## src/rtl/aip_pkg.sv

```systemverilog
// Shared types, constants and character decode functions for the ASCII integer parser.
package aip_pkg;

   localparam int AIP_VALUE_WIDTH = 64;
   localparam int AIP_ADDR_WIDTH  = 3;
   localparam int AIP_DATA_WIDTH  = 32;

   // register indexes
   localparam logic [0:0] REG_SIGNED_MODE = 1'b0;

   localparam logic [7:0] CHAR_NUL   = 8'h00;
   localparam logic [7:0] CHAR_ZERO  = 8'h30;
   localparam logic [7:0] CHAR_NINE  = 8'h39;
   localparam logic [7:0] CHAR_PLUS  = 8'h2B;
   localparam logic [7:0] CHAR_MINUS = 8'h2D;
   localparam logic [7:0] CHAR_UPX   = 8'h58;
   localparam logic [7:0] CHAR_LOWX  = 8'h78;
   localparam logic [7:0] CHAR_UPA   = 8'h41;
   localparam logic [7:0] CHAR_UPF   = 8'h46;
   localparam logic [7:0] CHAR_LOWA  = 8'h61;
   localparam logic [7:0] CHAR_LOWF  = 8'h66;

   typedef enum logic [6:0] {
      PH_START = 7'b0000001,
      PH_SIGN  = 7'b0000010,
      PH_ZERO  = 7'b0000100,
      PH_DEC   = 7'b0001000,
      PH_HEX   = 7'b0010000,
      PH_ERR   = 7'b0100000,
      PH_ENDED = 7'b1000000
   } phase_type;

   typedef struct packed {
      logic       ok;
      logic [3:0] value;
   } digit_type;

   function automatic digit_type dec_digit(input logic [7:0] c);
      digit_type d;
      d.ok    = 1'b0;
      d.value = 4'd0;
      if (c inside {[CHAR_ZERO:CHAR_NINE]}) begin
         d.ok    = 1'b1;
         d.value = 4'(c - CHAR_ZERO);
      end
      return d;
   endfunction

   function automatic digit_type hex_digit(input logic [7:0] c);
      digit_type d;
      d.ok    = 1'b0;
      d.value = 4'd0;
      if (c inside {[CHAR_ZERO:CHAR_NINE]}) begin
         d.ok    = 1'b1;
         d.value = 4'(c - CHAR_ZERO);
      end else if (c inside {[CHAR_LOWA:CHAR_LOWF]}) begin
         d.ok    = 1'b1;
         d.value = 4'(c - CHAR_LOWA + 8'd10);
      end else if (c inside {[CHAR_UPA:CHAR_UPF]}) begin
         d.ok    = 1'b1;
         d.value = 4'(c - CHAR_UPA + 8'd10);
      end
      return d;
   endfunction

endpackage

```

## src/rtl/aip_csr.sv

```systemverilog
// Configuration register block: holds signed_mode behind an APB-style port.
module aip_csr
   import aip_pkg::*;
(
   input  logic                      clock,
   input  logic                      reset,
   input  logic                      csr_psel,
   input  logic                      csr_penable,
   input  logic                      csr_pwrite,
   input  logic [AIP_ADDR_WIDTH-1:0] csr_paddr,
   input  logic [AIP_DATA_WIDTH-1:0] csr_pwdata,
   output logic [AIP_DATA_WIDTH-1:0] csr_prdata,
   output logic                      csr_pready,
   output logic                      signed_mode
);

   logic       signed_mode_ff;
   logic       signed_mode_in;
   logic [0:0] reg_index;
   logic       wr_en;

   assign reg_index = csr_paddr[AIP_ADDR_WIDTH-1 -: 1];
   assign wr_en     = csr_psel && csr_penable && csr_pwrite;

   always_comb begin
      signed_mode_in = signed_mode_ff;
      if (wr_en && (reg_index == REG_SIGNED_MODE)) begin
         signed_mode_in = csr_pwdata[0];
      end
   end

   always_ff @(posedge clock) begin
      if (reset) begin
         signed_mode_ff <= 1'b0;
      end else begin
         signed_mode_ff <= signed_mode_in;
      end
   end

   always_comb begin
      csr_prdata = '0;
      case (reg_index)
         REG_SIGNED_MODE: csr_prdata = {{(AIP_DATA_WIDTH-1){1'b0}}, signed_mode_ff};
         default:         csr_prdata = '0;
      endcase
   end

   assign csr_pready  = 1'b1;
   assign signed_mode = signed_mode_ff;

endmodule

```

## src/rtl/aip_parse.sv

```systemverilog
// Parse datapath: input beat register, token state update, result register.
module aip_parse
   import aip_pkg::*;
#(
   parameter int VALUE_WIDTH = AIP_VALUE_WIDTH
) (
   input  logic                   clock,
   input  logic                   reset,
   input  logic                   signed_mode,
   input  logic                   req_valid,
   output logic                   req_stall,
   input  logic [7:0]             req_char_byte,
   input  logic                   req_terminator,
   output logic                   rsp_valid,
   input  logic                   rsp_stall,
   output logic [VALUE_WIDTH-1:0] rsp_parsed_value,
   output logic                   rsp_parse_error
);

   // input register
   logic       in_vld_ff, in_vld_in;
   logic [7:0] in_byte_ff;
   logic       in_term_ff;

   // token state
   phase_type              phase_ff, phase_in;
   logic [VALUE_WIDTH-1:0] acc_ff, acc_in;
   logic                   neg_ff, neg_in;

   // result register
   logic                   out_vld_ff, out_vld_in;
   logic [VALUE_WIDTH-1:0] out_value_ff;
   logic                   out_error_ff;

   logic                   out_free;
   logic                   consume;
   logic                   take;
   logic                   load_out;
   logic                   res_err;
   logic [VALUE_WIDTH-1:0] res_value;
   logic [VALUE_WIDTH-1:0] acc_x10;
   logic [VALUE_WIDTH-1:0] acc_x16;
   digit_type              dd;
   digit_type              hd;
   logic                   is_sign;

   assign out_free  = !out_vld_ff || !rsp_stall;
   // a byte beat never waits; a terminator waits for room in the result register
   assign consume   = in_vld_ff && (!in_term_ff || out_free);
   assign req_stall = in_vld_ff && !consume;
   assign take      = req_valid && !req_stall;
   assign load_out  = consume && in_term_ff;

   assign in_vld_in  = take || (in_vld_ff && !consume);
   assign out_vld_in = load_out || (out_vld_ff && rsp_stall);

   always_ff @(posedge clock) begin
      if (reset) begin
         in_vld_ff  <= 1'b0;
         out_vld_ff <= 1'b0;
         phase_ff   <= PH_START;
         acc_ff     <= '0;
         neg_ff     <= 1'b0;
      end else begin
         in_vld_ff  <= in_vld_in;
         out_vld_ff <= out_vld_in;
         phase_ff   <= phase_in;
         acc_ff     <= acc_in;
         neg_ff     <= neg_in;
      end
   end

   always_ff @(posedge clock) begin
      if (take) begin
         in_byte_ff <= req_char_byte;
         in_term_ff <= req_terminator;
      end
      if (load_out) begin
         out_value_ff <= res_value;
         out_error_ff <= res_err;
      end
   end

   // x10 as two shifted adds, x16 as a shift
   assign acc_x10 = {acc_ff[VALUE_WIDTH-4:0], 3'b000} + {acc_ff[VALUE_WIDTH-2:0], 1'b0}
                    + VALUE_WIDTH'(dd.value);
   assign acc_x16 = {acc_ff[VALUE_WIDTH-5:0], hd.value};
   assign dd      = dec_digit(in_byte_ff);
   assign hd      = hex_digit(in_byte_ff);
   assign is_sign = (in_byte_ff == CHAR_PLUS) || (in_byte_ff == CHAR_MINUS);

   always_comb begin
      res_err   = (phase_ff == PH_START) || (phase_ff == PH_SIGN) || (phase_ff == PH_ERR);
      res_value = '0;
      if (!res_err) begin
         res_value = neg_ff ? (~acc_ff + VALUE_WIDTH'(1)) : acc_ff;
      end
   end

   always_comb begin
      phase_in = phase_ff;
      acc_in   = acc_ff;
      neg_in   = neg_ff;
      if (consume) begin
         if (in_term_ff) begin
            phase_in = PH_START;
            acc_in   = '0;
            neg_in   = 1'b0;
         end else if ((phase_ff == PH_ERR) || (phase_ff == PH_ENDED)) begin
            phase_in = phase_ff;
         end else if (in_byte_ff == CHAR_NUL) begin
            phase_in = ((phase_ff == PH_START) || (phase_ff == PH_SIGN)) ? PH_ERR : PH_ENDED;
         end else begin
            case (phase_ff)
               PH_START, PH_SIGN: begin
                  if ((phase_ff == PH_START) && signed_mode && is_sign) begin
                     neg_in   = (in_byte_ff == CHAR_MINUS);
                     phase_in = PH_SIGN;
                  end else if (in_byte_ff == CHAR_ZERO) begin
                     acc_in   = '0;
                     phase_in = PH_ZERO;
                  end else if (dd.ok) begin
                     acc_in   = VALUE_WIDTH'(dd.value);
                     phase_in = PH_DEC;
                  end else begin
                     phase_in = PH_ERR;
                  end
               end
               PH_ZERO, PH_DEC: begin
                  if ((phase_ff == PH_ZERO) &&
                      ((in_byte_ff == CHAR_LOWX) || (in_byte_ff == CHAR_UPX))) begin
                     acc_in   = '0;
                     phase_in = PH_HEX;
                  end else if (dd.ok) begin
                     acc_in   = acc_x10;
                     phase_in = PH_DEC;
                  end else begin
                     phase_in = PH_ERR;
                  end
               end
               PH_HEX: begin
                  if (hd.ok) begin
                     acc_in = acc_x16;
                  end else begin
                     phase_in = PH_ERR;
                  end
               end
               default: begin
                  phase_in = PH_ERR;
               end
            endcase
         end
      end
   end

   assign rsp_valid        = out_vld_ff;
   assign rsp_parsed_value = out_value_ff;
   assign rsp_parse_error  = out_error_ff;

endmodule

```

## src/rtl/ascii_integer_parser_unit.sv

```systemverilog
// Top level of the ASCII decimal/hex integer parser.
// One beat is taken every cycle unless req_stall is high. Each beat lands in an
// input register; a byte beat updates the token state in the next cycle (one x10
// shift-add or x16 shift per byte). A terminator beat loads the result register,
// which drives rsp_valid. A byte in the input register never waits. A terminator
// waits there while the result register holds an untaken result, and the input
// stalls until the terminator moves on.
// signed_mode is read at the start of each token; write it while the unit is idle.
module ascii_integer_parser_unit
   import aip_pkg::*;
#(
   parameter int VALUE_WIDTH = AIP_VALUE_WIDTH
) (
   input  logic                      clock,
   input  logic                      reset,
   input  logic                      req_valid,
   output logic                      req_stall,
   input  logic [7:0]                req_char_byte,
   input  logic                      req_terminator,
   output logic                      rsp_valid,
   input  logic                      rsp_stall,
   output logic [VALUE_WIDTH-1:0]    rsp_parsed_value,
   output logic                      rsp_parse_error,
   input  logic                      csr_psel,
   input  logic                      csr_penable,
   input  logic                      csr_pwrite,
   input  logic [AIP_ADDR_WIDTH-1:0] csr_paddr,
   input  logic [AIP_DATA_WIDTH-1:0] csr_pwdata,
   output logic [AIP_DATA_WIDTH-1:0] csr_prdata,
   output logic                      csr_pready
);

   logic signed_mode;

   aip_csr u_csr (
      .clock       (clock),
      .reset       (reset),
      .csr_psel    (csr_psel),
      .csr_penable (csr_penable),
      .csr_pwrite  (csr_pwrite),
      .csr_paddr   (csr_paddr),
      .csr_pwdata  (csr_pwdata),
      .csr_prdata  (csr_prdata),
      .csr_pready  (csr_pready),
      .signed_mode (signed_mode)
   );

   aip_parse #(
      .VALUE_WIDTH (VALUE_WIDTH)
   ) u_parse (
      .clock            (clock),
      .reset            (reset),
      .signed_mode      (signed_mode),
      .req_valid        (req_valid),
      .req_stall        (req_stall),
      .req_char_byte    (req_char_byte),
      .req_terminator   (req_terminator),
      .rsp_valid        (rsp_valid),
      .rsp_stall        (rsp_stall),
      .rsp_parsed_value (rsp_parsed_value),
      .rsp_parse_error  (rsp_parse_error)
   );

endmodule

```

## config.mk

```make
export PLATFORM = sky130hd
export DESIGN_NAME = ascii_integer_parser_unit
export DESIGN_NICKNAME = d
export VERILOG_FILES = /design/src/rtl/aip_pkg.sv /design/src/rtl/aip_csr.sv /design/src/rtl/aip_parse.sv /design/src/rtl/ascii_integer_parser_unit.sv
export SDC_FILE = /design/constraint.sdc
export NUM_CORES = 1
export LEC_CHECK = 0
export BUFFER_PORTS_ARGS = -buffer_cell sky130_fd_sc_hd__buf_2
export CORE_ASPECT_RATIO = 0.9
export CORE_MARGIN = 3
export CORE_UTILIZATION = 40
export CTS_CLUSTER_DIAMETER = 80
export DETAILED_ROUTE_END_ITERATION = 8
export HOLD_SLACK_MARGIN = 0.02
export REMOVE_ABC_BUFFERS = 1
export SYNTH_ARGS = -nofsm -noshare
export SYNTH_HDL_FRONTEND = slang
export SYNTH_SLANG_ARGS = --single-unit
export TNS_END_PERCENT = 10
```

## constraint.sdc

```tcl
create_clock -name clock -period 11.7 [get_ports clock]
set_clock_uncertainty 0.1 [all_clocks]
set_input_delay 2.34 -clock clock [delete_from_list [all_inputs] [get_ports clock]]
set_output_delay 2.34 -clock clock [all_outputs]
set_load 0.01 [all_outputs]
```

==> flow_summary.ini, run 1 <==
[worst_setup_path]
cp.required_ns = 11.97
reg2reg_from = u_parse.in_byte_ff[1]
cp_max_fo = 10
cp.depth = 18
cp-startpoint = u_parse.in_byte_ff[1]
endpoint_kind = flip-flop
cp_cell_sequence = inv_1 > ha_1 > o21bai_1 > a21oi_1 > and2_1 > ha_1 > ha_1 > fa_1 > a21o_1 > nand3_1 > a21oi_1 > o211ai_1 > and2_1 > o31ai_1 > a31oi_1 > o21ai_0 > or3b_1 > a31oi_1
max_stage_delay_ns = 0.69
start_kind = flip-flop
cp_common_cell = ha_1
arrival_ns = 5.89
crit_family = compound AO/OA/AOI/OAI gates
r2r_cells = 18
setup.worst_path.class = flip-flop to flip-flop
cp_num_buf_inv = 1
reg2reg_to = u_parse.acc_ff[58]
reg2reg_slack_ns = 6.08
crit_slowest_cell = o31ai_1

[place]
portBuffers = 85
gp_congestion = 0.9349
dpl.cell_count = 1815
dp_hpwl_mm = 23.05
place_area_um2 = 12570

[clock_tree]
clockBufferDepth = 2
hold_buffers = 0
cts_setup_buffers = 0
cts_sinks = 149
root_buffer = clkbuf_16
cts_max_level = 4
cts-resized-gates = 0
clk_pin_slew_ns = 0.07
clock_latency_ns = 0.45
cts_tree = built
cts_buffers = 17

[finish]
antenna_cells = 0
multi_input_area_um2 = 7745
stdcell_area_um2 = 13200
fillers = 2921
final_nets = 1619
drive_gt1_frac = 0.1027
area_growth_pct = 10.53
finalNonFillerCells = 1847
seqCellArea_um2 = 3725

[global_routing]
grtUsageTotal = 0.2013
grt_max_degree = 68
grt-ovfl-total = 0
grt_pass1_wl_mm = 52.43
grt_pass1_vias = 9956
antenna_found_initial = 0

[synth]
async_flop_share = 0
yosys_most_used_dff = dfxtp_1
synth_fa_ha_area_frac = 0.1375
synth_common_cells = nor2_1 (147), ha_1 (128), nand2_1 (116), a21oi_1 (110), o21ai_0 (93)
ys_top_cells_by_area = edfxtp_1 (19%), ha_1 (13%), dfxtp_1 (13%)
synthXorXnorAreaFrac = 0.08730
postSynthCellCount = 1398
yosysTopAreaCell = edfxtp_1
synth_area_per_cell_um2 = 8.540
ys_warn_count = 0
ys_ff_latch = 149
synth.area.mux_share = 0.004192
synthSimpleGateAreaFrac = 0.1829
synth.most_common_cell = nor2_1
synth_top_family_by_area = compound AO/OA/AOI/OAI gates
synth_cell_types = 69
ys_seq_area_frac = 0.3119
synth-edff-count = 74
synth_compound_area_frac = 0.2239
syn_area_um2 = 11940
synth_top_area_share = 0.1861

[sta]
setup_viol = 0
hold_viol_final = 0
report.final.slew_viol_count = 0
finalSetupTns_ns = 0
rsz0062_at_grt = no
slew_headroom = 0.1568
worst_pin_slew_ns = 1.252
period_minus_slack_ns = 5.620
post-route-period-util = 0.4804
timing.fmax_ghz = 0.1779

[die]
design.core.area_um2 = 29160
num_io_pins = 151
dieHeight_um = 169.9
die_w_um = 188.1
die-area_um2 = 31960
start_util = 0.4094
num_rows = 59

[route]
drt-total-wl_mm = 32.47
avgRoutedWirePerCell_um = 17.58
routed_via_density = 5.657
antenna_left = 0
drt_first_pass_iters = 5
via_count = 10450
drt_iter0_drc = 602
drc = 0

[worst_hold_path]
min_from = u_parse.phase_ff[0]
holdPathStages = 2
hp-class = flip-flop to flip-flop
hold_end = u_parse.phase_ff[0]

[job]
cap_viol_max_count = 0

[run_status]
status = completed

[power]
ir_worst_vdd_mv = 0.09691
powerDensity_nw_per_um2 = 93.10
p_leak_nw = 5.908
[cells in the final DEF, fill, tap and decap left out, drive strengths merged, types with 9 or more instances in the layout]
master  instances
a211oi         12
a21o           38
a21oi         110
a221oi         11
a22oi          29
a31oi          14
a32oi          11
and2            9
and3           18
buf            97
clkbuf         24
conb           32
dfxtp          75
edfxtp         74
ha            128
inv            27
nand2         116
nand2b         13
nand3          22
nand4          27
nor2          147
nor2b          13
nor3           28
nor4           14
o21ai          95
o21bai         12
o31ai          26
o41ai          12
or3            15
or4            12
xnor2          35
xor2           84
[worst register-to-register path, stage by stage, from the launching register on]
cell,delay (ns)
edfxtp_1,0.47
inv_1,0.16
ha_1,0.21
o21bai_1,0.11
a21oi_1,0.57
and2_1,0.25
ha_1,0.15
ha_1,0.20
fa_1,0.24
a21o_1,0.15
nand3_1,0.12
a21oi_1,0.31
o211ai_1,0.19
and2_1,0.26
o31ai_1,0.70
a31oi_1,0.45
o21ai_0,0.36
or3b_1,0.38
a31oi_1,0.17
[metrics by stage]
step / utilization / setup slack, ns / power [W] / hold slack [ns]
after global routing: 0.4526 / 5.481 / 0.001267 / 0.4857
after floorplan: - / 5.317 / 0.0006144 / 0.3791
after detailed placement: 0.4311 / 6.068 / 0.0006442 / 0.4409
after CTS: 0.4526 / 6.025 / 0.001241 / 0.4510
after global placement: 0.4311 / 6.248 / 0.0006429 / 0.4254
final: 0.4526 / 6.080 / 0.001229 / 0.4457
[worst max path at each step]
| stage | end | slack, ns |
|---|---|---|
| 5_1_grt | u_parse.acc_ff[58] | 5.48 |
| 2_1_floorplan | u_parse.acc_ff[58] | 5.32 |
| 4_1_cts | u_parse.acc_ff[58] | 6.02 |
| 3_5_place_dp | u_parse.acc_ff[58] | 6.07 |
| 3_3_place_gp | u_parse.acc_ff[58] | 6.25 |
| 6_report | u_parse.acc_ff[58] | 6.08 |
[logic make-up (layout without fill, tap and decap cells)]
| logic type | count (synthesis) | in the layout |
|---|---|---|
| DFF | 149 | 149 |
| other | 2 | 32 |
| AOI/OAI and AO/OA | 413 | 413 |
| xor gates and xnor gates | 119 | 119 |
| and+or+nand+nor | 450 | 450 |
| buffers and inverters | 130 | 153 |
| adders and majority gates | 130 | 130 |
| muxes | 5 | 5 |
[final cells by class]
class | instances | share of cell area
Multi-Input combinational cell | 1149 | 0.5869
Sequential cell | 149 | 0.2823
Clock buffer | 24 | 0.04134
Timing Repair Buffer | 97 | 0.03906
Tap cell | 396 | 0.03755
Inverter | 24 | 0.006827
Clock inverter | 8 | 0.006068
[per-layer routing]
layer | part of all wire | vias to the layer above | track usage | wire, um
li1 | - | 5220 | - | -
met1 | 0.48 | 4945 | 0.2728 | 15490
met2 | 0.46 | 243 | 0.3340 | 14800
met3 | 0.047 | 40 | 0.03213 | 1541
met4 | 0.020 | 0 | 0.05838 | 634
met5 | 0 | - | 0 | 0
[state kept, by name, indices dropped and copies added, names as in the netlist, 7 cells and up]
signal                    count
u_parse.phase_ff              7
u_parse.rsp_parsed_value     64
u_parse.in_byte_ff            8
u_parse.acc_ff               64
[power breakdown]
part           total [W]  switching, W  internal [W]
clock network   0.000596      0.000246      0.000350
logic          0.0000722     0.0000525     0.0000197
registers       0.000561    0.00000758      0.000553
Note: power is estimated with default switching activity, not from simulation.
==> run 2: changes to the inputs <==
--- a/config.mk
+++ b/config.mk
@@ -5,6 +5,7 @@
 export SDC_FILE = /design/constraint.sdc
 export NUM_CORES = 1
 export LEC_CHECK = 0
+export ABC_AREA = 1
 export BUFFER_PORTS_ARGS = -buffer_cell sky130_fd_sc_hd__buf_2
 export CORE_ASPECT_RATIO = 0.9
 export CORE_MARGIN = 3
==> constraint.sdc (replaced) <==
create_clock -name clock -period 5.8 [get_ports clock]
set_clock_uncertainty 0.1 [all_clocks]
set_input_delay 1.16 -clock clock [delete_from_list [all_inputs] [get_ports clock]]
set_output_delay 1.16 -clock clock [all_outputs]
set_load 0.01 [all_outputs]
==> run 2 against run 1 <==
Net effect:
- global-route usage rose by 4.8 points
- setup slack got worse by 5.0 ns
- non-clock buffer count fell by 5
- sequential power rose by 100%
- final cell count rose by 64%
- register-to-register slack got worse by 5.0 ns
- synthesized cell count rose by 78%
- via count rose by 47%
- synthesized area rose by 24%
- critical endpoint is now u_parse.acc_ff[61]
- critical path depth rose by 7
- total power rose by 98%
==> flow_summary.ini, run 2 <==
[synth]
synth_common_cells = nand2_1 (874), inv_1 (412), nor2_1 (234), a21oi_1 (203)
async_flop_share = 0
ys_top_cells_by_area = nand2_1 (22%), edfxtp_1 (15%), ha_1 (11%)
postSynthCellCount = 2483
ys_warn_count = 0
yosys_most_used_dff = dfxtp_1
ys_seq_area_frac = 0.2512
yosysTopAreaCell = nand2_1
ys_ff_latch = 149
synth_area_per_cell_um2 = 5.971
synth-edff-count = 74
synth_cell_types = 48
synth_top_area_share = 0.2213
syn_area_um2 = 14830
synth.most_common_cell = nand2_1

[finish]
area_growth_pct = 8.642
finalNonFillerCells = 3029
antenna_cells = 0
drive_gt1_frac = 0.05915
final_nets = 2721
final_common_cell = nand2_1
fin_util = 0.4433
layout_common_cells = nand2_1 (873), inv_1 (413), nor2_1 (234)
fillers = 3971

[clock_tree]
cts_sinks = 149
clockBufferDepth = 2
cts_buffers = 17
cts_setup_buffers = 0
hold_buffers = 0
cts_max_level = 4
cts-resized-gates = 0
clock_latency_ns = 0.45
root_buffer = clkbuf_16
clk_pin_slew_ns = 0.06
cts_tree = built

[global_routing]
grtUsageTotal = 0.2496
busiest_layer = met1
grt_pass1_wl_mm = 77.42
grt_max_degree = 66
grt_pass1_vias = 13710
use_met3 = 0.02847
antenna_found_initial = 0
grt-ovfl-total = 0
grtUsageMet2 = 0.3473
grt_util_met1 = 0.4059

[power]
powerDensity_nw_per_um2 = 150.7
ir_worst_vdd_mv = 0.1146
p_leak_nw = 8.828

[worst_setup_path]
setup.worst_path.class = flip-flop to flip-flop
start_kind = flip-flop
cp_max_fo = 9
endpoint_kind = flip-flop
arrival_ns = 4.98
cp.required_ns = 6.07

[die]
num_io_pins = 151
start_util = 0.4080
die-area_um2 = 39410
design.core.area_um2 = 36330
die_w_um = 208.9
dieHeight_um = 188.6
num_rows = 66

[route]
via_count = 15390
drt-total-wl_mm = 49.60
drt_first_pass_iters = 5
routed_via_density = 5.080
drc = 0
antenna_left = 0
avgRoutedWirePerCell_um = 16.38
drt_iter0_drc = 1518

[sta]
rsz0062_at_grt = no
timing.fmax_ghz = 0.2126
period_minus_slack_ns = 4.704
finalSetupTns_ns = 0
setup_viol = 0
post-route-period-util = 0.8111
slew_headroom = 0.1690
worst_pin_slew_ns = 1.245
hold_viol_final = 0
report.final.slew_viol_count = 0

[run_status]
status = completed

[job]
cap_viol_max_count = 0

[place]
portBuffers = 85
dpl.cell_count = 2997
gp_congestion = 0.9194
dp_hpwl_mm = 40.40

[worst_hold_path]
hp-class = flip-flop to flip-flop
==> run 2: final timing paths <==
| kind | from | end | slack, ns | depth (start not counted) |
|---|---|---|---|---|
| setup / recovery | u_parse.in_byte_ff[0] | u_parse.acc_ff[61] | 1.10 | 25 |
| hold / removal | u_parse.acc_ff[63] | u_parse.acc_ff[63] | 0.38 | 2 |
| setup reg to reg | u_parse.in_byte_ff[0] | u_parse.acc_ff[61] | 1.10 | 25 |
| hold reg to reg | u_parse.acc_ff[63] | u_parse.acc_ff[63] | 0.38 | 2 |
==> run 2: report_power, final <==
| part | switching, W | total (W) | internal [W] |
|---|---|---|---|
| clock network | 0.000491 | 0.00111 | 0.000619 |
| registers | 0.0000124 | 0.00113 | 0.00112 |
| logic | 0.000145 | 0.000188 | 0.0000423 |
==> run 2: cell type report <==
type	instances	area, um2	area share
Sequential cell	149	3724	0.2312
Tap cell	476	595.6	0.03698
Clock inverter	13	123.9	0.007691
Clock buffer	19	452.9	0.02812
Inverter	420	1577	0.09788
Multi-Input combinational cell	1860	9156	0.5685
Timing Repair Buffer	92	478.0	0.02967
==> run 2: stage by stage <==
stage | total power [W] | setup slack, ns | instance area [um2] | hold slack, ns
floorplan | 0.001265 | 1.768 | 14450 | 0.3393
global placement | 0.001337 | 1.211 | 15530 | 0.3559
detailed placement | 0.001340 | 1.180 | 15530 | 0.3676
CTS | 0.002441 | 1.124 | 16110 | 0.3772
global route | 0.002509 | 0.6640 | 16110 | 0.4176
finish | 0.002428 | 1.096 | 16110 | 0.3773
==> run 2: per-layer routing <==
| layer | vias up | share of wire |
|---|---|---|
| met3 | 33 | 0.084 |
| met5 | - | 0 |
| met2 | 521 | 0.39 |
| met1 | 6924 | 0.51 |
| li1 | 7908 | - |
| met4 | 0 | 0.014 |
==> run 2: worst max-delay path, cell delays in order, from the launching register on <==
cell and delay (ns):
edfxtp_1 0.48, inv_1 0.24, ha_1 0.18, inv_1 0.04, nand3_1 0.07, nand2_1 0.05
nor2_1 0.36, inv_2 0.18, nor2_1 0.30, fa_1 0.53, ha_1 0.34, nand3_1 0.07
nand3_1 0.19, nand2_1 0.11, nand2_1 0.14, nand2_1 0.10, nand2_1 0.11, nand2_1 0.08
nand2_1 0.18, nand2_1 0.20, nand2_1 0.07, nand2_1 0.06, nand3_1 0.13, nand2_1 0.10
nand2_1 0.05, a21oi_1 0.15
==> run 2: cell families (layout without fill, tap and decap cells) <==
family | after synthesis | in the layout | share of synthesized area
AND/OR/NAND/NOR | 1345 | 1345 | 0.3695
buffers and inverters | 504 | 544 | 0.1390
AO/OA/AOI/OAI | 333 | 333 | 0.1173
flip-flops | 149 | 149 | 0.2512
adder cells (fa/ha/maj) | 130 | 130 | 0.1107
XOR/XNOR | 20 | 20 | 0.01181
other | 2 | 32 | 0.0005066
